**src/rc_pwm_channel_normalizer_assert.svh**
```systemverilog
// Assertion macros for the RC PWM channel normalizer.
`ifndef RC_PWM_CHANNEL_NORMALIZER_ASSERT_SVH
`define RC_PWM_CHANNEL_NORMALIZER_ASSERT_SVH

// Same-cycle implication, checked on every clock edge outside reset.
`define RCPN_ASSERT_IMPL(lbl, ante, cons) \
  lbl: assert property (@(posedge clk) disable iff (rst) (ante) |-> (cons)) \
    else $error("rcpn assertion failed");

// Next-cycle implication, checked on every clock edge outside reset.
`define RCPN_ASSERT_NEXT(lbl, ante, cons) \
  lbl: assert property (@(posedge clk) disable iff (rst) (ante) |=> (cons)) \
    else $error("rcpn assertion failed");

`endif

```
**src/rcpn_pkg.sv**
```systemverilog
// Shared constants for the RC PWM channel normalizer.
`timescale 1ns / 1ps

package rcpn_pkg;

  localparam int TIMER_BITS_DEFAULT = 16;
  localparam int NUM_CH             = 5;
  localparam int ADDR_BITS          = 5;

  // input opcodes
  localparam logic OP_CAPTURE = 1'b0;
  localparam logic OP_TIMEOUT = 1'b1;

  // channel codes
  localparam logic [2:0] CH_ROLL     = 3'd0;
  localparam logic [2:0] CH_PITCH    = 3'd1;
  localparam logic [2:0] CH_THROTTLE = 3'd2;
  localparam logic [2:0] CH_YAW      = 3'd3;
  localparam logic [2:0] CH_SWITCH   = 3'd4;

  // register indexes
  localparam logic [2:0] REG_TIMER_PERIOD   = 3'd0;
  localparam logic [2:0] REG_CALIBRATE_MODE = 3'd1;
  localparam logic [2:0] REG_THROTTLE_MIN   = 3'd2;
  localparam logic [2:0] REG_THROTTLE_MAX   = 3'd3;
  localparam logic [2:0] REG_ANGLE_MIN      = 3'd4;
  localparam logic [2:0] REG_ANGLE_MAX      = 3'd5;

  // register reset values
  localparam logic [15:0]        TIMER_PERIOD_RST = 16'd65535;
  localparam logic [14:0]        THROTTLE_MIN_RST = 15'd0;
  localparam logic [14:0]        THROTTLE_MAX_RST = 15'd1000;
  localparam logic signed [15:0] ANGLE_MIN_RST    = -16'sd90;
  localparam logic [14:0]        ANGLE_MAX_RST    = 15'd90;

  // default calibration table
  localparam logic [15:0] DEF_LOW [NUM_CH] = '{16'd16754, 16'd16832, 16'd16832,
                                               16'd16752, 16'd16736};
  localparam logic [15:0] DEF_HIGH [NUM_CH] = '{16'd29989, 16'd30036, 16'd30068,
                                                16'd29991, 16'd30020};
  localparam logic [15:0] DEF_CENTER [NUM_CH] = '{16'd23371, 16'd23434, 16'd23450,
                                                  16'd23371, 16'd23786};

  // shared divider: 32-bit dividend, 16-bit divisor, two quotient bits per cycle
  localparam int DIV_WIDTH     = 32;
  localparam int DIV_RADIX     = 2;
  localparam int DIV_STEPS     = DIV_WIDTH / DIV_RADIX;
  localparam int DIV_STEP_BITS = $clog2(DIV_STEPS);

endpackage

```
**src/rc_pwm_channel_normalizer.sv**
```systemverilog
// Top level of the RC PWM channel normalizer: capture update and shared divider.
//
//   port group   direction  handshake         fields
//   config       in/out     APB write/read    paddr, pwdata, prdata
//   in           in         in_valid/in_stall opcode, channel, rise_time, fall_time
//   out          out        out_valid/out_stall throttle, rudder, roll, pitch,
//                                             switch_on, link_online
//
// Each accepted word goes through an update step, then four divisions
// (throttle, yaw, roll, pitch) on the single shared divider (multiply,
// 16 radix-4 steps, sign and clamp), then one load into the output register.
// The block takes no new word until the result is in the output register.
// A stalled output holds its result; the next result waits in the load step.
// Reset is synchronous and restores the configuration registers, the sequencer and the default calibration table.
`timescale 1ns / 1ps
`include "rc_pwm_channel_normalizer_assert.svh"

module rc_pwm_channel_normalizer #(
  parameter int TIMER_BITS = rcpn_pkg::TIMER_BITS_DEFAULT
) (
  input  logic                           clk,
  input  logic                           rst,
  input  logic                           psel,
  input  logic                           penable,
  input  logic                           pwrite,
  input  logic [rcpn_pkg::ADDR_BITS-1:0] paddr,
  input  logic [31:0]                    pwdata,
  output logic [31:0]                    prdata,
  output logic                           pready,
  input  logic                           in_valid,
  output logic                           in_stall,
  input  logic                           opcode,
  input  logic [2:0]                     channel,
  input  logic [15:0]                    rise_time,
  input  logic [15:0]                    fall_time,
  output logic                           out_valid,
  input  logic                           out_stall,
  output logic [14:0]                    throttle,
  output logic signed [15:0]             rudder,
  output logic signed [15:0]             roll,
  output logic signed [15:0]             pitch,
  output logic                           switch_on,
  output logic                           link_online
);

  typedef enum logic [5:0] {
    S_IDLE   = 6'b000001,
    S_UPDATE = 6'b000010,
    S_MUL    = 6'b000100,
    S_DIV    = 6'b001000,
    S_FIN    = 6'b010000,
    S_PUSH   = 6'b100000
  } state_t;

  localparam int DW = rcpn_pkg::DIV_WIDTH;

  // configuration registers
  logic [15:0]        timer_period;
  logic               calibrate_mode;
  logic [14:0]        thr_floor;
  logic [14:0]        thr_ceil;
  logic signed [15:0] angle_min;
  logic [14:0]        angle_max;

  logic       cfg_wr;
  logic [2:0] cfg_idx;
  logic       cal_clear;

  // channel state
  logic [15:0] pulse_width [rcpn_pkg::NUM_CH];
  logic [15:0] cal_low     [rcpn_pkg::NUM_CH];
  logic [15:0] cal_high    [rcpn_pkg::NUM_CH];
  logic [15:0] cal_center  [rcpn_pkg::NUM_CH];
  logic        online_flag;

  // sequencer
  state_t                           state;
  logic [2:0]                       ch_idx;
  logic [rcpn_pkg::DIV_STEP_BITS-1:0] step_cnt;
  logic                             op_r;
  logic [15:0]                      rise_r;
  logic [15:0]                      fall_r;

  // divider
  logic [DW-1:0] dvd;
  logic [DW-1:0] dvd_next;
  logic [15:0]   rem;
  logic [15:0]   rem_next;
  logic [15:0]   dsr;
  logic          q_neg;
  logic          den_zero;
  logic          num_zero;

  // per-division results
  logic [14:0] thr_res;
  logic [15:0] yaw_res;
  logic [15:0] roll_res;
  logic [15:0] pitch_res;

  assign pready    = 1'b1;
  assign cfg_wr    = psel & penable & pwrite;
  assign cfg_idx   = paddr[rcpn_pkg::ADDR_BITS-1:2];
  assign cal_clear = cfg_wr && (cfg_idx == rcpn_pkg::REG_CALIBRATE_MODE) && pwdata[0];
  assign in_stall  = rst || (state != S_IDLE);

  // ---------------- configuration port ----------------
  always_ff @(posedge clk) begin
    if (rst) begin
      timer_period   <= rcpn_pkg::TIMER_PERIOD_RST;
      calibrate_mode <= 1'b0;
      thr_floor      <= rcpn_pkg::THROTTLE_MIN_RST;
      thr_ceil       <= rcpn_pkg::THROTTLE_MAX_RST;
      angle_min      <= rcpn_pkg::ANGLE_MIN_RST;
      angle_max      <= rcpn_pkg::ANGLE_MAX_RST;
    end else if (cfg_wr) begin
      unique case (cfg_idx)
        rcpn_pkg::REG_TIMER_PERIOD:   timer_period   <= pwdata[15:0];
        rcpn_pkg::REG_CALIBRATE_MODE: calibrate_mode <= pwdata[0];
        rcpn_pkg::REG_THROTTLE_MIN:   thr_floor      <= pwdata[14:0];
        rcpn_pkg::REG_THROTTLE_MAX:   thr_ceil       <= pwdata[14:0];
        rcpn_pkg::REG_ANGLE_MIN:      angle_min      <= $signed(pwdata[15:0]);
        rcpn_pkg::REG_ANGLE_MAX:      angle_max      <= pwdata[14:0];
        default: ;
      endcase
    end
  end

  always_comb begin
    unique case (cfg_idx)
      rcpn_pkg::REG_TIMER_PERIOD:   prdata = {16'd0, timer_period};
      rcpn_pkg::REG_CALIBRATE_MODE: prdata = {31'd0, calibrate_mode};
      rcpn_pkg::REG_THROTTLE_MIN:   prdata = {17'd0, thr_floor};
      rcpn_pkg::REG_THROTTLE_MAX:   prdata = {17'd0, thr_ceil};
      rcpn_pkg::REG_ANGLE_MIN:      prdata = {{16{angle_min[15]}}, angle_min};
      rcpn_pkg::REG_ANGLE_MAX:      prdata = {17'd0, angle_max};
      default:                      prdata = 32'd0;
    endcase
  end

  // ---------------- capture update ----------------
  logic [TIMER_BITS-1:0] t_rise;
  logic [TIMER_BITS-1:0] t_fall;
  logic [TIMER_BITS-1:0] t_per;
  logic [TIMER_BITS-1:0] t_width;
  logic [15:0]           width16;
  logic                  cap_ok;
  logic [15:0]           upd_high;
  logic [15:0]           upd_low;
  logic [15:0]           upd_center;
  logic [16:0]           upd_sum;

  assign t_rise  = TIMER_BITS'(rise_r);
  assign t_fall  = TIMER_BITS'(fall_r);
  assign t_per   = TIMER_BITS'(timer_period);
  // wrap through the timer period when the fall stamp is not past the rise stamp
  assign t_width = (t_fall > t_rise) ? (t_fall - t_rise) : (t_fall + t_per - t_rise);
  assign width16 = (t_width > TIMER_BITS'(17'h0FFFF)) ? 16'hFFFF : 16'(t_width);

  assign cap_ok     = (op_r == rcpn_pkg::OP_CAPTURE) && (ch_idx < 3'(rcpn_pkg::NUM_CH));
  assign upd_high   = (width16 > cal_high[ch_idx]) ? width16 : cal_high[ch_idx];
  assign upd_low    = (width16 < cal_low[ch_idx]) ? width16 : cal_low[ch_idx];
  assign upd_sum    = {1'b0, upd_high} + {1'b0, upd_low};
  assign upd_center = upd_sum[16:1];

  always_ff @(posedge clk) begin
    if (rst) begin
      for (int i = 0; i < rcpn_pkg::NUM_CH; i++) begin
        pulse_width[i] <= 16'd0;
        cal_low[i]     <= rcpn_pkg::DEF_LOW[i];
        cal_high[i]    <= rcpn_pkg::DEF_HIGH[i];
        cal_center[i]  <= rcpn_pkg::DEF_CENTER[i];
      end
    end else if (cal_clear) begin
      for (int i = 0; i < rcpn_pkg::NUM_CH; i++) begin
        cal_low[i]    <= 16'hFFFF;
        cal_high[i]   <= 16'd0;
        cal_center[i] <= 16'd0;
      end
    end else if ((state == S_UPDATE) && cap_ok) begin
      pulse_width[ch_idx] <= width16;
      if (calibrate_mode) begin
        cal_high[ch_idx]   <= upd_high;
        cal_low[ch_idx]    <= upd_low;
        cal_center[ch_idx] <= upd_center;
      end
    end
  end

  // ---------------- numerator and divisor setup ----------------
  logic               is_thr;
  logic [15:0]        sel_low;
  logic [15:0]        sel_high;
  logic [15:0]        sel_center;
  logic [15:0]        v_sel;
  logic [15:0]        base;
  logic signed [16:0] diff;
  logic signed [16:0] den;
  logic [16:0]        diff_neg_val;
  logic [16:0]        den_neg_val;
  logic [15:0]        diff_mag;
  logic               diff_neg;
  logic [15:0]        den_mag;
  logic [14:0]        scale;
  logic [DW-1:0]      product;

  assign is_thr     = (ch_idx == rcpn_pkg::CH_THROTTLE);
  assign sel_low    = cal_low[ch_idx];
  assign sel_high   = cal_high[ch_idx];
  assign sel_center = cal_center[ch_idx];
  assign base       = is_thr ? sel_low : sel_center;
  // offline: failsafe to min for throttle, mid for the angles
  assign v_sel      = online_flag ? pulse_width[ch_idx] : base;
  assign diff       = $signed({1'b0, v_sel}) - $signed({1'b0, base});
  assign den        = is_thr ? ($signed({1'b0, sel_high}) - $signed({1'b0, sel_low}))
                             : ($signed({1'b0, sel_center}) - $signed({1'b0, sel_low}));
  assign diff_neg_val = 17'(-diff);
  assign den_neg_val  = 17'(-den);
  assign scale        = is_thr ? thr_ceil : angle_max;

  always_comb begin
    if (is_thr && (diff[16] || (diff == 17'sd0))) begin
      diff_mag = 16'd1;
      diff_neg = 1'b0;
    end else if (diff[16]) begin
      diff_mag = diff_neg_val[15:0];
      diff_neg = 1'b1;
    end else begin
      diff_mag = diff[15:0];
      diff_neg = 1'b0;
    end
    den_mag = den[16] ? den_neg_val[15:0] : den[15:0];
  end

  assign product = {16'd0, diff_mag} * {17'd0, scale};

  // ---------------- shared divider step ----------------
  logic [16:0] trial;

  always_comb begin
    rem_next = rem;
    dvd_next = dvd;
    trial    = 17'd0;
    for (int k = 0; k < rcpn_pkg::DIV_RADIX; k++) begin
      trial    = {rem_next, dvd_next[DW-1]};
      dvd_next = {dvd_next[DW-2:0], 1'b0};
      if (trial >= {1'b0, dsr}) begin
        trial       = trial - {1'b0, dsr};
        dvd_next[0] = 1'b1;
      end
      rem_next = trial[15:0];
    end
  end

  // ---------------- sign, saturation and clamp ----------------
  logic [DW-1:0]      q_mag;
  logic signed [33:0] q_val;
  logic signed [33:0] lo_bound;
  logic signed [33:0] hi_bound;
  logic signed [33:0] clamped;

  always_comb begin
    if (den_zero) begin
      q_mag = num_zero ? '0 : '1;
    end else begin
      q_mag = dvd;
    end
    q_val = q_neg ? -$signed({2'b00, q_mag}) : $signed({2'b00, q_mag});
    if (is_thr) begin
      lo_bound = $signed({19'd0, thr_floor});
      hi_bound = $signed({19'd0, thr_ceil});
    end else begin
      lo_bound = {{18{angle_min[15]}}, angle_min};
      hi_bound = $signed({19'd0, angle_max});
    end
    if (q_val < lo_bound) begin
      clamped = lo_bound;
    end else if (hi_bound < q_val) begin
      clamped = hi_bound;
    end else begin
      clamped = q_val;
    end
  end

  // ---------------- switch and output load ----------------
  logic [15:0] sw_width;
  logic        sw_on;
  logic        out_load;

  assign sw_width = online_flag ? pulse_width[rcpn_pkg::CH_SWITCH]
                                : cal_low[rcpn_pkg::CH_SWITCH];
  assign sw_on    = sw_width > cal_center[rcpn_pkg::CH_SWITCH];
  assign out_load = (state == S_PUSH) && (!out_valid || !out_stall);

  // ---------------- sequencer ----------------
  always_ff @(posedge clk) begin
    if (rst) begin
      state       <= S_IDLE;
      ch_idx      <= rcpn_pkg::CH_THROTTLE;
      step_cnt    <= '0;
      online_flag <= 1'b0;
      out_valid   <= 1'b0;
    end else begin
      if (out_load) begin
        out_valid <= 1'b1;
      end else if (!out_stall) begin
        out_valid <= 1'b0;
      end
      unique case (state)
        S_IDLE: begin
          if (in_valid) begin
            ch_idx <= channel;
            state  <= S_UPDATE;
          end
        end
        S_UPDATE: begin
          if (op_r == rcpn_pkg::OP_TIMEOUT) begin
            online_flag <= 1'b0;
          end else if (cap_ok && (ch_idx <= rcpn_pkg::CH_THROTTLE)) begin
            online_flag <= 1'b1;
          end
          ch_idx <= rcpn_pkg::CH_THROTTLE;
          state  <= S_MUL;
        end
        S_MUL: begin
          step_cnt <= '0;
          state    <= S_DIV;
        end
        S_DIV: begin
          step_cnt <= step_cnt + 1'b1;
          if (step_cnt == rcpn_pkg::DIV_STEP_BITS'(rcpn_pkg::DIV_STEPS - 1)) begin
            state <= S_FIN;
          end
        end
        S_FIN: begin
          // advance throttle, yaw, roll, pitch
          case (ch_idx)
            rcpn_pkg::CH_THROTTLE: begin
              ch_idx <= rcpn_pkg::CH_YAW;
              state  <= S_MUL;
            end
            rcpn_pkg::CH_YAW: begin
              ch_idx <= rcpn_pkg::CH_ROLL;
              state  <= S_MUL;
            end
            rcpn_pkg::CH_ROLL: begin
              ch_idx <= rcpn_pkg::CH_PITCH;
              state  <= S_MUL;
            end
            default: begin
              state <= S_PUSH;
            end
          endcase
        end
        S_PUSH: begin
          if (out_load) begin
            state <= S_IDLE;
          end
        end
        default: state <= S_IDLE;
      endcase
    end
  end

  // ---------------- datapath registers ----------------
  always_ff @(posedge clk) begin
    if ((state == S_IDLE) && in_valid) begin
      op_r   <= opcode;
      rise_r <= rise_time;
      fall_r <= fall_time;
    end
    if (state == S_MUL) begin
      dvd      <= product;
      rem      <= 16'd0;
      dsr      <= den_mag;
      q_neg    <= diff_neg ^ den[16];
      den_zero <= (den == 17'sd0);
      num_zero <= (diff_mag == 16'd0) || (scale == 15'd0);
    end else if (state == S_DIV) begin
      dvd <= dvd_next;
      rem <= rem_next;
    end
    if (state == S_FIN) begin
      case (ch_idx)
        rcpn_pkg::CH_THROTTLE: thr_res   <= clamped[14:0];
        rcpn_pkg::CH_YAW:      yaw_res   <= clamped[15:0];
        rcpn_pkg::CH_ROLL:     roll_res  <= clamped[15:0];
        default:               pitch_res <= clamped[15:0];
      endcase
    end
    if (out_load) begin
      throttle    <= thr_res;
      rudder      <= $signed(yaw_res);
      roll        <= $signed(roll_res);
      pitch       <= $signed(pitch_res);
      switch_on   <= sw_on;
      link_online <= online_flag;
    end
  end

  // ---------------- assertions ----------------
  `RCPN_ASSERT_NEXT(a_timeout_drops_link, (state == S_UPDATE) && (op_r == rcpn_pkg::OP_TIMEOUT), !online_flag)
  `RCPN_ASSERT_NEXT(a_push_loads_word, (state == S_PUSH) && !out_valid, out_valid && (link_online == $past(online_flag)))
  `RCPN_ASSERT_IMPL(a_fin_follows_div, (state == S_FIN), ($past(state) == S_DIV))

endmodule
```
**config.mk**
```make
export PLATFORM = sky130hd
export DESIGN_NAME = rc_pwm_channel_normalizer
export DESIGN_NICKNAME = d
export VERILOG_FILES = /design/src/rcpn_pkg.sv /design/src/rc_pwm_channel_normalizer.sv
export VERILOG_INCLUDE_DIRS = /design/src /design/src/src
export SDC_FILE = /design/constraint.sdc
export NUM_CORES = 2
export LEC_CHECK = 0
export BUFFER_PORTS_ARGS = -buffer_cell sky130_fd_sc_hd__buf_2
export CORE_UTILIZATION = 47
export DETAILED_ROUTE_END_ITERATION = 8
export GPL_TIMING_DRIVEN = 0
export PLACE_DENSITY = 0.7
export SETUP_SLACK_MARGIN = 0.15
export SLEW_MARGIN = 20
export SYNTH_ARGS = -nofsm -noshare
export SYNTH_HDL_FRONTEND = slang
export SYNTH_SLANG_ARGS = --single-unit
```
**constraint.sdc**
```tcl
create_clock -name clk -period 22.6 [get_ports clk]
set_input_delay 1.13 -clock clk [delete_from_list [all_inputs] [get_ports clk]]
set_output_delay 1.13 -clock clk [all_outputs]
set_load 0.02 [all_outputs]
```
== Yosys cells after proc, flatten, opt, wreduce, memory -nomap -nowiden ==
Memory sizes are Yosys's and may differ from the RTL's. A register that Yosys moved wholly into a read port is not among the register bits.
Index checks and enable logic that the tools add are counted.
Operators by class
  $add $sub $neg: 13
  $mul: 1
  order comparisons: 11
  equal/unequal tests: 20
  multiplexer cells: 90
  bitwise gates (word level): 20
  reduce and logical (&&, ||, !) cells: 41
Operators by type and width (count)
  $mux 16: 33
  $pmux 32 s6: 1
  $mux 34: 2
  $mux 32: 2
  $reduce_or 16->1: 4
  $sub 16x16->16: 4
  $mux 31: 2
  $sub 16x16->17: 3
  $gt 16x16->1: 3
  $mux 3: 13
  $pmux 6 s6: 1
  $ge 17x16->1: 2
  $logic_not 17->1: 2
  $lt 16x34->1: 1
  $lt 34x34->1: 1
  $neg 32->34: 1
  $neg 16->16: 2
  $mul 16x15->31: 1
  $mux 15: 2
  $mux 1: 26
  $mux 6: 4
  $reduce_and 2->1: 11
  $pmux 3 s3: 2
  $add 16x16->17: 1
  36 further kinds: 72
Word-level totals
  flip-flop bits (word level): 321
  bits in writable memories: 320
  input bits: 80
  output and inout bits: 100
  word-level logic and storage cells: 231
  memories: 4
Memory list
  cal_center: words 5, width 16, read ports 2, clocked after Yosys merged registers in 1, write ports 5, line rc_pwm_channel_normalizer.sv:73  | logic [15:0] cal_center [rcpn_pkg::NUM_CH];
  cal_high: words 5, width 16, read ports 1, clocked after Yosys merged registers in 1, write ports 5, line rc_pwm_channel_normalizer.sv:72  | logic [15:0] cal_high [rcpn_pkg::NUM_CH];
  cal_low: words 5, width 16, read ports 2, clocked after Yosys merged registers in 1, write ports 5, line rc_pwm_channel_normalizer.sv:71  | logic [15:0] cal_low [rcpn_pkg::NUM_CH];
  pulse_width: words 5, width 16, read ports 2, clocked after Yosys merged registers in 1, write ports 5, line rc_pwm_channel_normalizer.sv:70  | logic [15:0] pulse_width [rcpn_pkg::NUM_CH];

== Longest topological paths before layout ==
  word-level depth: 10
  depth in mapped cells: 45
  gate-level depth less buffers: 42

== Worst setup path after synthesis ==
OpenSTA, ideal clock, no wires.
  kind: register to register
  from: reg with a tool-made name
  to: reg dvd[29], data pin
  setup time: 267 ps
  arrival time: 11483 ps
  required time: 22333 ps
  setup slack: 10851 ps
  stages on the path, launching flop included: 45
  path buffers: 7
  clock period less this slack: 11749 ps
  path through: dfxtp_1 buf_1 clkbuf_1 clkbuf_1 buf_1 mux4_2 mux2_2 nand2_1 o21ai_0 ha_1 clkbuf_1 or3_1 o221a_2 o41a_1 a32oi_1 nand4_1 nor3_1 o21a_1 [... 9 more ...] fa_1 inv_1 fa_1 inv_1 fa_1 inv_1 ha_1 o21ai_0 nand2b_1 a21oi_1 a21oi_1 a311o_1 a31oi_1 o21bai_1 o221a_2 o21a_1 xnor2_1 o21ai_0
RTL lines
  to (signal assigned): line rc_pwm_channel_normalizer.sv:372  | dvd <= product;
  to (signal assigned): line rc_pwm_channel_normalizer.sv:379  | dvd <= dvd_next;
  to (decl): line rc_pwm_channel_normalizer.sv:85  | logic [DW-1:0] dvd;

==> summary.md <==
| Metric | Value |
|---|---|
| Worst path most repeated cell | `fa_1` |
| GRT Overall Usage | `0.285` |
| Max Slew Vio Count | `0` |
| Height of the chip | `335 um` |
| Hold_buf cts | `0` |
| Clock network latency to the later pin of the worst-skew pair | `0.69 ns` |
| NumNets Final | `5,702` |
| Die W | `335 um` |
| Top-level I/O count | `180` |
| Die Area | `0.112 mm2` |
| I/O Buffers | `157` |
| Drt initial violations | `4,379` |
| Post-CTS setup buffers | `0` |
| Layout cell share with drive strength beyond 1 | `0.118` |
| First-pass GRT wire length | `238 mm` |
| Maximum clock rate | `66.7 MHz` |
| Final critical-path share of the clock period | `0.663` |
| ANT nets after route | `0` |
| Post-DP HPWL | `123 mm` |
| Hold crit path type | `reg -> reg` |
| Cells after Synth | `4,662` |
| Register area share after synthesis | `0.459` |
| Post-Syn Area | `0.0522 mm2` |
| Worst slew pin tran | `1.24 ns` |
| Total negative slack | `0 ns` |
| Synthesis Warnings | `0` |
| CP max stage delay | `0.88 ns` |
| CP delay by family, top | `adder cells` |
| Worst EP arrival | `15.42 ns` |
| Post-synth ARST share | `0` |
| Syn Area/Cell | `11.2 um2` |
| Finish-stage setup viols | `0` |
| # H-tree levels | `3` |
| Antenna violations before repair | `2` |
| Clock Skews | `0.0425 ns` |
| Routability cong. | `0.970` |
| Cts bufs inserted | `87` |
| Largest net degree at the start of global routing | `34` |
| Initial Utilization | `0.477` |
| CTS sink count | `836` |
| Slew HR | `0.170` |
| Max Cap Viol | `0` |
| Clock Pin Slew Worst Setup and Hold Paths | `0.07 ns` |
| Filler cells | `9,498` |
| Routed wire length per instance | `24.0 um` |
| Worst EP required | `23.03 ns` |
| Crit path buf inv count | `11` |
| CP Class | `reg -> reg` |
| GRT Residual Overflow | `0` |
| Number of global-route vias before repair | `38,100` |
| TritonCTS clock tree | `yes` |
| Status | `complete, no violations` |
| Fin. Hold Viols | `0` |
| DR vias | `39,000` |
| Unrepaired setup endpoints after global routing | `false` |
| Slowest stage cell, crit path | `clkbuf_1` |
| Crit end category | `flop` |
| Area grow syn2layout | `12.7%` |
| Crit path launch type | `flop` |
| Clock Root Buffer | `clkbuf_16` |
| Final WL | `160 mm` |
| Via-per-instance ratio | `5.85` |
| Resized cells post-CTS | `0` |
| Crit path time final | `14.99 ns` |
| Site Rows | `121` |
| Most used DFF post-synth | `edfxtp_1` |
| Maximum clock path buffer count | `3` |
| # DRC | `0` |
| Core Area | `0.109 mm2` |
| DRT Pass-1 Iters | `6` |
| FF+latch count, synth | `836` |
| Netlist cell types | `87` |
| Number of synthesized flops with an enable pin | `723` |
| Max FO, Critical Path | `10` |
==> metrics by stage <==
step / hold WS [ns] / setup WS [ns] / util / cells / instance area, um2
floorplan: 0.400 / 10.85 / - / 4853 / 52900
global placement: 0.403 / 7.41 / 0.507 / 6486 / 55500
detailed placement: 0.405 / 7.72 / 0.511 / 6503 / 55900
CTS: 0.417 / 7.59 / 0.537 / 6659 / 58800
global route: 0.420 / 6.86 / 0.537 / 6659 / 58800
finish: 0.416 / 7.61 / 0.537 / 6660 / 58800
==> Yosys cell counts (16+ instances only) <==
master / instances / area share
a211o_1: 34 / 0.0057
a211oi_1: 38 / 0.0055
a21o_1: 79 / 0.011
a21oi_1: 314 / 0.030
a22oi_1: 18 / 0.0026
a31oi_1: 17 / 0.0020
buf_1: 31 / 0.0022
buf_4: 16 / 0.0023
clkbuf_1: 174 / 0.013
dfxtp_1: 113 / 0.043
edfxtp_1: 723 / 0.42
fa_1: 201 / 0.077
ha_1: 305 / 0.073
inv_1: 441 / 0.032
mux2_2: 72 / 0.016
mux2i_1: 145 / 0.028
mux4_2: 129 / 0.056
nand2_1: 413 / 0.030
nand2b_1: 45 / 0.0054
nand3_1: 41 / 0.0039
nand3b_1: 19 / 0.0027
nand4_1: 40 / 0.0048
nor2_1: 446 / 0.032
nor2b_1: 71 / 0.0085
nor3_1: 66 / 0.0063
o21a_1: 32 / 0.0046
o21ai_0: 205 / 0.020
o21bai_1: 19 / 0.0027
o221ai_1: 18 / 0.0030
or2_2: 26 / 0.0031
or3_1: 21 / 0.0025
xnor2_1: 104 / 0.017
xor2_1: 49 / 0.0082
==> worst paths after layout <==
| check | from | to | slack [ns] | depth (start not counted) |
|---|---|---|---|---|
| max | flop | dvd[29] | 7.61 | 45 |
| min | thr_res[0] | throttle[0] | 0.42 | 0 |
| max reg2reg | flop | dvd[29] | 7.61 | 45 |
| min reg2reg | thr_res[0] | throttle[0] | 0.42 | 0 |
==> layout by cell type, fill, tap and decap left out, drive strengths merged, types with 40 or more instances in the layout <==
cell / instances
a21o: 79
clkbuf: 295
buf: 226
a21oi: 314
nor2: 446
nand2b: 45
conb: 193
inv: 445
mux4: 129
nor2b: 71
nor3: 67
edfxtp: 723
nand4: 40
mux2i: 145
ha: 305
o21ai: 213
nand2: 413
xnor2: 104
dfxtp: 113
xor2: 49
mux2: 73
nand3: 42
fa: 201
==> cell families (layout without fill, tap and decap cells) <==
family,count (synthesis),after routing,synth area share
flops,836,836,0.459
simple gates,1256,1256,0.109
mux,347,347,0.0992
other cells,2,194,0.000144
fa+ha+maj,506,506,0.150
buf+inv,674,1004,0.0499
compound gates,888,888,0.106
xor+xnor,153,153,0.0257
==> metal layers <==
| layer | global-route usage | vias up | wire length (um) |
|---|---|---|---|
| li1 | - | 17400 | - |
| met1 | 0.378 | 19200 | 63100 |
| met2 | 0.452 | 2082 | 72700 |
| met3 | 0.0612 | 351 | 16700 |
| met4 | 0.122 | 2 | 7220 |
| met5 | 0 | - | 13 |
==> area by class of cell <==
cell class | count | area, um2 | share of cell area
clock inverter | 37 | 419 | 0.00713
tap | 1476 | 1850 | 0.0314
multi-input combinational | 3343 | 26500 | 0.450
inverter | 446 | 1670 | 0.0285
antenna | 1 | 2.50 | 0.0000425
buffer | 228 | 937 | 0.0159
clock buffer | 119 | 2430 | 0.0413
timing repair buffer | 174 | 1050 | 0.0179
sequential | 836 | 24000 | 0.408
==> registers in the layout, indices dropped and copies added (netlist names), 4 cells and up, named ones only <==
| signal | flops |
|---|---|
| dvd | 32 |
| angle_min | 16 |
| cal_low | 128 |
| t_per | 16 |
| rem | 16 |
| rudder | 16 |
| rise_r | 16 |
| fall_r | 16 |
| roll_res | 16 |
| roll | 16 |
| cal_center | 128 |
| dsr | 16 |
| cal_high | 128 |
| thr_floor | 15 |
| state | 6 |
| angle_max | 15 |
| pitch_res | 16 |
| thr_res | 15 |
| pulse_width | 128 |
| thr_ceil | 15 |
| pitch | 16 |
| yaw_res | 16 |
| throttle | 15 |
| step_cnt | 4 |
Power is not shown: default switching activity piles up to over one toggle a cycle in this logic, so the estimate is an artifact.
